File: src/rtl/two_sided_wall_span_clipper_assert.svh
// assertion macros for the span clipper
`ifndef TWO_SIDED_WALL_SPAN_CLIPPER_ASSERT_SVH
`define TWO_SIDED_WALL_SPAN_CLIPPER_ASSERT_SVH
`ifndef ASSERT_OFF
`define SWSC_ASSERT(lbl, clk, rstn, prop, msg) \
  lbl: assert property (@(posedge clk) disable iff (!rstn) prop) else $error(msg);
`define SWSC_ASSERT_NEVER(lbl, clk, rstn, cond, msg) \
  lbl: assert property (@(posedge clk) disable iff (!rstn) !(cond)) else $error(msg);
`else
`define SWSC_ASSERT(lbl, clk, rstn, prop, msg)
`define SWSC_ASSERT_NEVER(lbl, clk, rstn, cond, msg)
`endif
`endif

File: src/rtl/swsc_fifo.sv
module swsc_fifo #(
  parameter type         T     = logic,
  parameter int unsigned DEPTH = 2
) (
  input  logic clk_i,
  input  logic rst_ni,
  input  logic push_i,
  input  T     data_i,
  input  logic pop_i,
  output T     data_o,
  output logic full_o,
  output logic empty_o
);

  localparam int unsigned AW = (DEPTH > 1) ? $clog2(DEPTH) : 1;

  T              mem_q [DEPTH];
  logic [AW-1:0] wr_q, rd_q;
  logic [AW:0]   cnt_q;

  assign full_o  = (cnt_q == (AW+1)'(DEPTH));
  assign empty_o = (cnt_q == '0);
  assign data_o  = mem_q[rd_q];

  always_ff @(posedge clk_i) begin
    if (push_i) begin
      mem_q[wr_q] <= data_i;
    end
  end

  always_ff @(posedge clk_i or negedge rst_ni) begin
    if (!rst_ni) begin
      wr_q  <= '0;
      rd_q  <= '0;
      cnt_q <= '0;
    end else begin
      if (push_i) begin
        wr_q <= (wr_q == AW'(DEPTH - 1)) ? '0 : wr_q + AW'(1);
      end
      if (pop_i) begin
        rd_q <= (rd_q == AW'(DEPTH - 1)) ? '0 : rd_q + AW'(1);
      end
      if (push_i && !pop_i) begin
        cnt_q <= cnt_q + (AW+1)'(1);
      end else if (pop_i && !push_i) begin
        cnt_q <= cnt_q - (AW+1)'(1);
      end
    end
  end

endmodule

File: config.mk
export PLATFORM = sky130hd
export DESIGN_NAME = swsc_fifo
export DESIGN_NICKNAME = d
export VERILOG_FILES = /design/src/rtl/two_sided_wall_span_clipper_assert.svh /design/src/rtl/swsc_fifo.sv
export SDC_FILE = /design/constraint.sdc
export NUM_CORES = 1
export LEC_CHECK = 0
export BUFFER_PORTS_ARGS = -buffer_cell sky130_fd_sc_hd__buf_2
export CORE_AREA = 8 8 45 47
export DETAILED_ROUTE_END_ITERATION = 8
export DIE_AREA = 0 0 53 55
export PLACE_DENSITY = 0.47
export SLEW_MARGIN = 25
export SYNTH_ARGS = -nofsm -noshare
export SYNTH_HDL_FRONTEND = slang
export SYNTH_SLANG_ARGS = --single-unit
File: constraint.sdc
create_clock -name clk_i -period 2.77 [get_ports clk_i]
set_input_delay 0.554 -clock clk_i [delete_from_list [all_inputs] [get_ports clk_i]]
set_output_delay 0.554 -clock clk_i [all_outputs]
set_load 0.01 [all_outputs]
Word-level counts from Yosys, hierarchy flattened

Memories as Yosys holds them, arrays and structs flattened.
Index checks and enable logic that the tools add are counted.
W data, S select, Z words.

Register bits after elaboration: 4
Memory bits (writable): 2
Bits of input ports: 5
Output and inout port bits: 3
Word-level logic and storage cells: 21
Memories: 1

Memories:

| name  | words | bits a word | read ports | clocked after Yosys merged registers in | wr ports | RTL line        | source |
|---|---|---|---|---|---|---|---|
| mem_q | 2     | 1           | 1          | 0                                       | 1        | swsc_fifo.sv:17 | `T mem_q [DEPTH];` |

Add/subtract/negate cells: 4
Equal/unequal tests: 1
Multiplexer cells: 6
Reduce and logical (&&, ||, !) cells: 6

Operator list:

| operator              | count |
|---|---|
| $mux W1               | 4 |
| $mux W2               | 2 |
| $add A1 B1 Y1 const B | 2 |
| $add A2 B1 Y2 const B | 1 |
| $eq A2 B2 Y1 const B  | 1 |
| $logic_and A1 B1 Y1   | 2 |
| $logic_not A1 Y1      | 2 |
| $logic_not A2 Y1      | 1 |
| $reduce_bool A2 Y1    | 1 |
| $sub A2 B1 Y2 const B | 1 |

Depth between registers and ports, before layout

Word-level depth: 4
Mapped depth: 5
Depth with buffers taken out: 5

Least setup slack after synthesis

Ideal clock, no wire load.

Kind: reg-to-output
Start point: register rd_q
End point: output data_o
Data arrival time: 0.698 ns
Data required time: 2.216 ns
Slack: 1.518 ns
Cell stages (with the launch flop): 2
Path buffers: 0
Cell sequence: dfrtp_1 -> mux2_2

Cells in the longest elaborated chain, start to end: 1

RTL lines:

| element                | RTL line        | source |
|---|---|---|
| from (decl)            | swsc_fifo.sv:18 | `logic [AW-1:0] wr_q, rd_q;` |
| from (signal assigned) | swsc_fifo.sv:41 | `rd_q <= (rd_q == AW'(DEPTH - 1)) ? '0 : rd_q + AW'(1);` |
| $mem_v2 Z2 W1          | --              |  |
| to (decl)              | swsc_fifo.sv:10 | `output T data_o,` |

No other way between the ends.

Worst setup path after layout

Same ends and word-level chain as after synthesis.

==> impl_metrics.yaml <==
timing:
  setup_tns_ns: 0
  final-hold-violation-count: 0
  max_freq_mhz: 607
  final.setup_skew_ns: 0.00982
  slew_headroom_pct: 89.4
  rsz0062_at_grt: "no"
  finalCriticalPeriod_ns: 1.65
  report.final.slew_viol_count: 0
  finalSetupViolCount: 0
  tightest_slew_ns: 0.159
  finalCritPeriodShare_pct: 59.5
synth:
  yosys.area.top_type_share_pct: 38.5
  syn_area_um2: 260
  yosysTopAreaCell: "dfrtp_1"
  ys_types: 11
  ys_seq_elements: 6
  synth_warnings: 0
  synthTopCellsByArea: "dfrtp_1, edfxtp_1, xor2_1"
  yosysSeqAreaShare_pct: 61.5
  synth_fp_nets: 25
  syn_inst: 19
  synth_area_per_cell_um2: 13.7
power_and_ir_drop:
  combPwrFrac_pct: 28.4
  pwr-share-seq_pct: 45.6
  ir_drop_uv: 330
  p_leak_nw: 0.161
  internal-power_mw: 0.240
  p_per_area_mw_per_mm2: 1030
  clkPwrFrac_pct: 25.9
  p_sw_mw: 0.111
  power_switching_share_pct: 31.5
place:
  dp_cells: 42
  hpwl_um: 390
  io_buffers: 7
  gp_congestion: 0.617
worst_setup_path:
  end_kind: "output port"
  worstPathRequired_ns: 2.22
  cp_top_family: "flip-flops"
  cpMaxStageDelayCell: "dfrtp_1"
  slowest_delay_ns: 0.37
  worstSetupStartpointType: "flop"
  crit_chain: "mux2_2 > buf_2"
  path_class: "reg -> out"
  crit_buf_inv: 1
  arrival_ns: 1.09
  worstPathMaxFanout: 2
finish:
  most-common-layout-cells: "buf_2, xor2_1, dfrtp_1, clkbuf_4"
  stdcell_count: 46
  antenna_cells: 0
  fill_cells: 153
  drive_above_1_share_pct: 40.0
  nets: 37
  areaGrowthSynthToFinish_pct: 31.2
  final_common_cell: "buf_2"
clock_tree:
  worst_skew_pair.late_latency_ns: 0.25
  cts_resized: 0
  clock_path_buffers: 2
  cts.sinks: 6
  htree_levels: 1
  clockRootBuffer: "clkbuf_4"
  ctsHoldBuffers: 0
  cts_tree: "yes"
  clkSlewWorstSetupHoldPaths_ns: 0.05
  post_cts_buffers: 0
  cts_made_buffers: 3
grt:
  grt_pass1_vias: 221
  grt_antenna_before_repair: 0
  grt_overflow: 0
  grt_pass1_wl_um: 938
  grt_max_degree: 5
  grtUsageTotal_pct: 4.94
die:
  die_h_um: 55
  rows: 14
  start_util_pct: 18.8
  io_pins: 8
  dieWidth_um: 53
  dieArea_mm2: 0.00292
  coreArea_mm2: 0.00138
route:
  drtIter0Drc: 0
  drt-vias-per-instance: 3.91
  firstDrtPassIters: 1
  wl_um: 541
  antenna_left: 0
  routedWlPerCell_um: 11.8
  drc_errors: 0
  vias: 180
status:
  status: "completed"
worst_hold_path:
  hold_path_class: "in -> async"
run:
  drv_cap: 0
## path summary, 6_finish.rpt
path,depth (start not counted),slack [ns],start,endpoint
min in group clk_i,1,0.49,rd_q$_DFFE_PN0P_,rd_q$_DFFE_PN0P_
min reg2reg,1,0.49,rd_q$_DFFE_PN0P_,rd_q$_DFFE_PN0P_
max reg2reg,3,1.81,cnt_q[0]$_DFFE_PN0P_,cnt_q[1]$_DFFE_PN0P_
min,1,0.1,rst_ni,rd_q$_DFFE_PN0P_
max,2,1.12,rd_q$_DFFE_PN0P_,data_o
max in group asynchronous,1,2.54,rst_ni,cnt_q[0]$_DFFE_PN0P_
## routing by layer
layer	vias to the layer above	wire length [µm]	global-route usage [%]
met1	88	231	4.47
met4	0	0	3.88
li1	82	-	-
met5	-	0	0
met3	0	99	5.08
met2	10	210	6.45
## cell type report
class / count / area [µm²] / share of cell area (%)
flip-flops and latches: 6 / 160 / 46.9
multi-input cells: 12 / 96.3 / 28.2
repair buffers: 7 / 35.0 / 10.3
clock buffers: 4 / 26.3 / 7.69
well taps: 16 / 20.0 / 5.86
inverters: 1 / 3.75 / 1.10
## logic make-up after synthesis
group,count (synthesis),share of synthesized area [%]
flip-flops,6,61.5
XOR/XNOR,5,16.8
AND/OR/NAND/NOR,5,11.1
buffers and inverters,1,1.44
multiplexers,1,4.33
adder cells (fa/ha/maj),1,4.81
## stage by stage
step / utilization, % / total power, mW / worst slack, ns / hold WS [ns] / area [µm²]
final: 24.7 / 0.351 / 1.12 / 0.0955 / 342
after detailed placement: 22.8 / 0.261 / 1.39 / 0.364 / 315
after global routing: 24.7 / 0.379 / 1.09 / 0.0890 / 342
after CTS: 24.7 / 0.359 / 1.10 / 0.0856 / 342
after floorplan: - / 0.224 / 1.52 / 0.258 / 260
after global placement: 22.8 / 0.256 / 1.41 / 0.360 / 315
## state kept, by name, summed over array words and instances, names as in the netlist
name / cells
wr_q: 1
cnt_q: 2
rd_q: 1
mem_q: 2
## synth_stat cells
| library cell | count |
|---|---|
| and2_1 | 1 |
| and2b_2 | 1 |
| dfrtp_1 | 4 |
| edfxtp_1 | 2 |
| ha_1 | 1 |
| inv_1 | 1 |
| mux2_2 | 1 |
| nor2_1 | 2 |
| nor2b_1 | 1 |
| xnor2_1 | 1 |
| xor2_1 | 4 |
## power by group through the flow
stage | registers [mW] | logic, mW | clock network, mW
finish | 0.160 | 0.0997 | 0.0910
global route | 0.167 | 0.111 | 0.101
CTS | 0.161 | 0.102 | 0.0960
detailed placement | 0.162 | 0.0993 | 0
global placement | 0.157 | 0.0984 | 0
floorplan | 0.154 | 0.0692 | 0
No activity file was read; power rests on OpenSTA's default activity.
