`src/rtl/two_sided_wall_span_clipper_assert.svh`:
```
// assertion macros for the span clipper
`ifndef TWO_SIDED_WALL_SPAN_CLIPPER_ASSERT_SVH
`define TWO_SIDED_WALL_SPAN_CLIPPER_ASSERT_SVH
`ifndef ASSERT_OFF
`define SWSC_ASSERT(lbl, clk, rstn, prop, msg) \
  lbl: assert property (@(posedge clk) disable iff (!rstn) prop) else $error(msg);
`define SWSC_ASSERT_NEVER(lbl, clk, rstn, cond, msg) \
  lbl: assert property (@(posedge clk) disable iff (!rstn) !(cond)) else $error(msg);
`else
`define SWSC_ASSERT(lbl, clk, rstn, prop, msg)
`define SWSC_ASSERT_NEVER(lbl, clk, rstn, cond, msg)
`endif
`endif

```
`src/rtl/swsc_pkg.sv`:
```
package swsc_pkg;

  localparam int unsigned COLUMNS_DEF       = 64;
  localparam int unsigned ROWS_DEF          = 160;
  localparam int unsigned FRACTION_BITS_DEF = 12;

  localparam int unsigned ROW_W     = 8;
  localparam int unsigned COL_W     = 6;
  localparam int unsigned X_W       = 7;
  localparam int unsigned Y_W       = 32;
  localparam int unsigned SPAN_W    = 16;
  localparam int unsigned WIDE_W    = 17;
  localparam int unsigned DIFF_W    = 33;
  localparam int unsigned QUO_W     = 32;
  localparam int unsigned DIVISOR_W = 16;
  localparam int unsigned SLOPE_W   = 33;
  localparam int unsigned PROD_W    = 50;
  localparam int unsigned POS_W     = 56;
  localparam int unsigned EDGES     = 4;
  localparam int unsigned CFG_IDX_W = 2;
  localparam int unsigned CFG_DAT_W = 8;

  localparam logic [ROW_W-1:0] CLEAR_TOP_RESET    = 8'd4;
  localparam logic [ROW_W-1:0] CLEAR_BOTTOM_RESET = 8'd155;

  typedef enum logic [1:0] {
    KIND_CLEAR = 2'd0,
    KIND_LOAD  = 2'd1,
    KIND_SPAN  = 2'd2
  } kind_e;

  typedef enum logic [1:0] {
    EDGE_FRONT_CEIL  = 2'd0,
    EDGE_BACK_CEIL   = 2'd1,
    EDGE_FRONT_FLOOR = 2'd2,
    EDGE_BACK_FLOOR  = 2'd3
  } edge_e;

  typedef enum logic [CFG_IDX_W-1:0] {
    CFG_CLEAR_TOP    = 2'd0,
    CFG_CLEAR_BOTTOM = 2'd1
  } cfg_idx_e;

  typedef enum logic [2:0] {
    ST_IDLE,
    ST_DIFF,
    ST_DIV,
    ST_MUL,
    ST_POS,
    ST_WALK
  } back_state_e;

  typedef struct packed {
    kind_e                    kind;
    logic [1:0]               edge_index;
    logic signed [Y_W-1:0]    edge_start_y;
    logic signed [Y_W-1:0]    edge_end_y;
    logic signed [SPAN_W-1:0] span_left;
    logic signed [SPAN_W-1:0] span_right;
    logic [X_W-1:0]           draw_left;
    logic [X_W-1:0]           draw_right;
  } in_item_t;

  typedef struct packed {
    logic [COL_W-1:0] column;
    logic [ROW_W-1:0] ceiling_top;
    logic [ROW_W-1:0] ceiling_end;
    logic [ROW_W-1:0] upper_step_end;
    logic [ROW_W-1:0] lower_step_start;
    logic [ROW_W-1:0] floor_start;
    logic [ROW_W-1:0] floor_end;
    logic             border;
    logic             last;
  } result_t;

  typedef struct packed {
    kind_e                    kind;
    logic [1:0]               edge_index;
    logic signed [Y_W-1:0]    start_y;
    logic signed [Y_W-1:0]    end_y;
    logic signed [WIDE_W-1:0] width;
    logic signed [WIDE_W-1:0] adv;
    logic [X_W-1:0]           left;
    logic [X_W-1:0]           right;
    logic [X_W-1:0]           stop;
  } cmd_t;

  typedef struct packed {
    logic                 start;
    logic [QUO_W-1:0]     dividend;
    logic [DIVISOR_W-1:0] divisor;
  } div_req_t;

  typedef struct packed {
    logic             done;
    logic [QUO_W-1:0] quotient;
  } div_rsp_t;

endpackage

```
`src/rtl/swsc_front.sv`:
```
module swsc_front #(
  parameter int unsigned COLUMNS = swsc_pkg::COLUMNS_DEF
) (
  input  swsc_pkg::in_item_t item_i,
  input  logic               accept_i,
  output swsc_pkg::cmd_t     cmd_o,
  output logic               cmd_push_o
);

  localparam logic [swsc_pkg::X_W-1:0] COL_LIM = swsc_pkg::X_W'(COLUMNS);

  logic [swsc_pkg::X_W-1:0] stop;
  logic                     keep;

  always_comb begin
    stop = (item_i.draw_right > COL_LIM) ? COL_LIM : item_i.draw_right;
    cmd_o.kind       = item_i.kind;
    cmd_o.edge_index = item_i.edge_index;
    cmd_o.start_y    = item_i.edge_start_y;
    cmd_o.end_y      = item_i.edge_end_y;
    cmd_o.width      = swsc_pkg::WIDE_W'(item_i.span_right) - swsc_pkg::WIDE_W'(item_i.span_left);
    cmd_o.adv        = $signed({10'd0, item_i.draw_left})
                     - swsc_pkg::WIDE_W'(item_i.span_left);
    cmd_o.left       = item_i.draw_left;
    cmd_o.right      = item_i.draw_right;
    cmd_o.stop       = stop;
    case (item_i.kind)
      swsc_pkg::KIND_CLEAR: keep = 1'b1;
      swsc_pkg::KIND_LOAD:  keep = 1'b1;
      swsc_pkg::KIND_SPAN:  keep = (item_i.draw_left < stop);
      default:              keep = 1'b0;
    endcase
  end

  assign cmd_push_o = accept_i && keep;

endmodule

```
`config.mk`:
```
export PLATFORM = sky130hd
export DESIGN_NAME = swsc_front
export DESIGN_NICKNAME = d
export VERILOG_FILES = /design/src/rtl/two_sided_wall_span_clipper_assert.svh /design/src/rtl/swsc_pkg.sv /design/src/rtl/swsc_front.sv
export SDC_FILE = /design/constraint.sdc
export NUM_CORES = 1
export LEC_CHECK = 0
export ABC_AREA = 1
export BUFFER_PORTS_ARGS = -buffer_cell sky130_fd_sc_hd__buf_2
export CAP_MARGIN = 30
export CORE_AREA = 2 2 93 95
export DETAILED_ROUTE_END_ITERATION = 10
export DIE_AREA = 0 0 95 97
export PLACE_DENSITY = 0.68
export SLEW_MARGIN = 30
export SYNTH_ARGS = -nofsm -noshare
export SYNTH_HDL_FRONTEND = slang
export SYNTH_SLANG_ARGS = --single-unit
```
`constraint.sdc`:
```
create_clock -name vclk -period 4.5
set_input_delay 0.675 -clock vclk [all_inputs]
set_output_delay 0.675 -clock vclk [all_outputs]
set_load 0.01 [all_outputs]
```
### Word level (Yosys, flattened, before mapping)

Index checks and enable logic that the tools add are counted.

* register bits after elaboration: 0
* input port bits: 115
* output and inout port bits: 124

* add/sub/neg operators: 2
* magnitude comparators: 2
* equality and inequality tests: 2
* mux-type cells: 2
* reduce and logical (&&, ||, !) cells: 3

Operators with widths (count)
* 16-bit by 16-bit subtractor with 17-bit output: 1
* 8-bit by 16-bit subtractor with 17-bit output: 1
* 7-bit greater-than comparator (second input constant): 1
* 7-bit less-than comparator: 1
* 7-bit 2-to-1 mux: 1
* 2-bit by 1-bit equality test with 1-bit output (second input constant): 1
* 2-bit equality test (second input constant): 1
* 2-bit logical NOT: 1
* 1-bit case mux with 2 select lines: 1
* 2-bit OR reduction: 1
* 1-bit logical AND: 1

### Depth between registers and ports, before layout

* depth after elaboration: 5
* depth in mapped cells: 12
* depth with buffers taken out: 12

### Worst setup path after synthesis

Ideal clock, no wire load.

* path kind: input-to-output
* from: in item_i[7] (netlist bit)
* to: out cmd_o[33] (netlist bit)
* arrival time: 2.066 ns
* required time: 3.825 ns
* slack: 1.759 ns
* stages on the path: 11
* buffers on the path: 0
* cells stage by stage: inv_1 -> ha_1 -> fa_1 -> inv_1 -> nand3_1 -> nand2_1 -> nand2_1 -> nand2_2 -> nand2_2 -> nor2_4 -> xor2_2

RTL lines
* start: declaration: RTL line swsc_front.sv:4 `input swsc_pkg::in_item_t item_i,`
* end: declaration: RTL line swsc_front.sv:6 `output swsc_pkg::cmd_t cmd_o,`

==> impl_metrics.yaml <==
status:
  outcome: "completed"
sta:
  max_freq_mhz: 328
  maxSlewHeadroom_pct: 81.1
  layout_setup_ws_ps: 1460
  setup-violations-final: 0
  slew_violations: 0
  tightest_slew_ps: 281
  rsz0062_at_grt: "false"
  tns_ps: 0
  period_share_pct: 67.7
  fin_crit_ps: 3040
  hold_viol: 0
yosys:
  avgSynthCellArea_um2: 6.33
  synth_nets: 514
  ys_warn_count: 0
  synth.distinct_cells: 30
  synth_area_um2: 2330
  yosysSeqAreaShare_pct: 0
  netlist_instances: 368
final_layout:
  fin_cells: 497
  seq_cells: 0
  fillers: 931
  nClkBuffers: 0
  final_common_cell: "buf_2"
  seqCellArea_um2: 0
  final_layout_size_suffix_gt1_share_pct: 34.9
  final_nets: 540
  syn2layout_area_growth_pct: 2.04
  diodes: 0
  final_cell_mix: "buf_2 (107), nand2_1 (71), inv_1 (60), ha_1 (29), nor2_1 (22)"
die:
  ios: 239
  coreArea_um2: 8130
  initial_utilization_pct: 28.6
  die_w_um: 95
  die_h_um: 97
  rows: 33
  die_area_um2: 9220
cts:
  holdBufCountCts: 0
  cts_setup_buffers: 0
  cts_resized: 0
setup_path:
  crit_type: "in -> out"
  slowest_delay_ps: 410
  worst-path-buf-inv: 4
  cp_data_arrival_time_ps: 2370
  crit_fanout: 3
  crit_chain: "buf_2 -> inv_1 -> ha_1 -> fa_1 -> inv_1 -> nand3_1 -> nand2_1 -> nand2_1 -> nand2_2 -> nand2_2 -> nor2_4 -> xor2_2 -> buf_2"
  cpMaxStageDelayCell: "fa_1"
  required_ps: 3830
  startpoint_type: "input pin"
  cp-end-kind: "output port"
  critPathTopFamily: "adder cells"
global_route:
  antenna_found_initial: 0
  gr-total-overflow: 0
  grt_pass1_wl_um: 9770
  grt_usage_pct: 12.5
  grt_max_degree: 7
  grt_pass1_vias: 2258
detailed_routing:
  vias: 2181
  drtIter0Drc: 42
  final_antenna_net_count: 0
  firstDrtPassIters: 4
  via_per_inst: 4.39
  drt-wirelength-per-cell_um: 11.8
  routed_wirelength_um: 5870
  drc: 0
min_path:
  hold_path_class: "in -> out"
  worst_hold_startpoint: "item_i[93]"
  worstHoldPathCells: 0
  min_to: "cmd_o[102]"
placement:
  port_buffers: 107
  routabilityCongestion: 0.918
  post-place-cells: 497
  dp_hpwl_um: 5260
  post-place-ws_ps: 1470
flow_run:
  drv_cap: 0
power:
  intPower_mw: 0.135
  p_seq_share_pct: 0
  p_leak_nw: 1.50
  pwr-share-comb_pct: 100.0
  p_clk_share_pct: 0
  vdd_drop_max_uv: 42.9
  sw_frac_of_total_pct: 59.7
  power_density_nw_per_um2: 141
  switchingPower_mw: 0.200
==> worst max-delay path by stage <==
stage | endpoint | cells past startpoint | start | slack [ps]
2_1_floorplan | cmd_o[33] | 11 | item_i[7] | 1760
3_3_place_gp | cmd_o[33] | 13 | item_i[7] | 1480
3_5_place_dp | cmd_o[33] | 13 | item_i[7] | 1470
4_1_cts | cmd_o[33] | 13 | item_i[7] | 1470
5_1_grt | cmd_o[33] | 13 | item_i[7] | 1280
6_report | cmd_o[33] | 13 | item_i[7] | 1460
==> kinds of logic (layout without fill, tap and decap cells) <==
group / after synthesis / count (layout) / share of synthesized area [%]
adder cells (fa/ha/maj): 31 / 31 / 17.3
XOR/XNOR: 22 / 22 / 8.60
AO/OA/AOI/OAI: 36 / 36 / 10.5
buffers and inverters: 143 / 167 / 36.3
AND/OR/NAND/NOR: 136 / 136 / 27.4
==> power by group through the flow <==
stage / Combinational [mW] / Clock, mW / Sequential (mW)
floorplan: 0.282 / 0 / 0
global placement: 0.333 / 0 / 0
detailed placement: 0.339 / 0 / 0
CTS: 0.341 / 0 / 0
global route: 0.380 / 0 / 0
finish: 0.336 / 0 / 0
==> synthesized netlist by cell type, types with 2 or more instances <==
library cell | number | share of area (%)
nor3_2 | 2 | 0.86
xnor2_1 | 3 | 1.1
buf_4 | 82 | 26
nor2_2 | 2 | 0.54
fa_1 | 2 | 1.7
a31oi_1 | 4 | 1.1
ha_1 | 29 | 16
a21o_1 | 3 | 0.97
nand2_4 | 6 | 2.9
nand3_1 | 17 | 3.7
inv_1 | 60 | 9.7
o21ai_2 | 4 | 1.5
o21bai_1 | 2 | 0.64
nor2_1 | 22 | 3.5
nand2_1 | 71 | 11
a21oi_1 | 16 | 3.4
a21oi_2 | 2 | 0.75
nand2_2 | 10 | 2.7
nor3_1 | 3 | 0.64
xor2_1 | 18 | 6.8
==> cell type report <==
class	count	area [um2]	share of cell area [%]
repair buffers	107	536	22.5
multi-input cells	225	1480	62.5
inverters	60	225	9.48
well taps	105	131	5.53
==> per-layer routing <==
| metal | up-vias | GRT usage [%] | part of all wire (%) |
|---|---|---|---|
| li1 | 1111 | - | - |
| met1 | 967 | 14.2 | 39 |
| met2 | 77 | 23.2 | 52 |
| met3 | 26 | 1.64 | 6.6 |
| met4 | 0 | 4.57 | 2.1 |
| met5 | - | 0 | 0 |
==> per-stage QoR <==
step	power, mW	instance area (um2)	hold slack, ps	util [%]
final	0.336	2380	1350	29.2
after floorplan	0.282	2330	1390	-
after CTS	0.341	2380	1350	29.2
after detailed placement	0.339	2380	1350	29.2
after global routing	0.380	2380	1350	29.2
after global placement	0.333	2380	1350	29.2
Note: power is estimated with default switching activity, not from simulation.
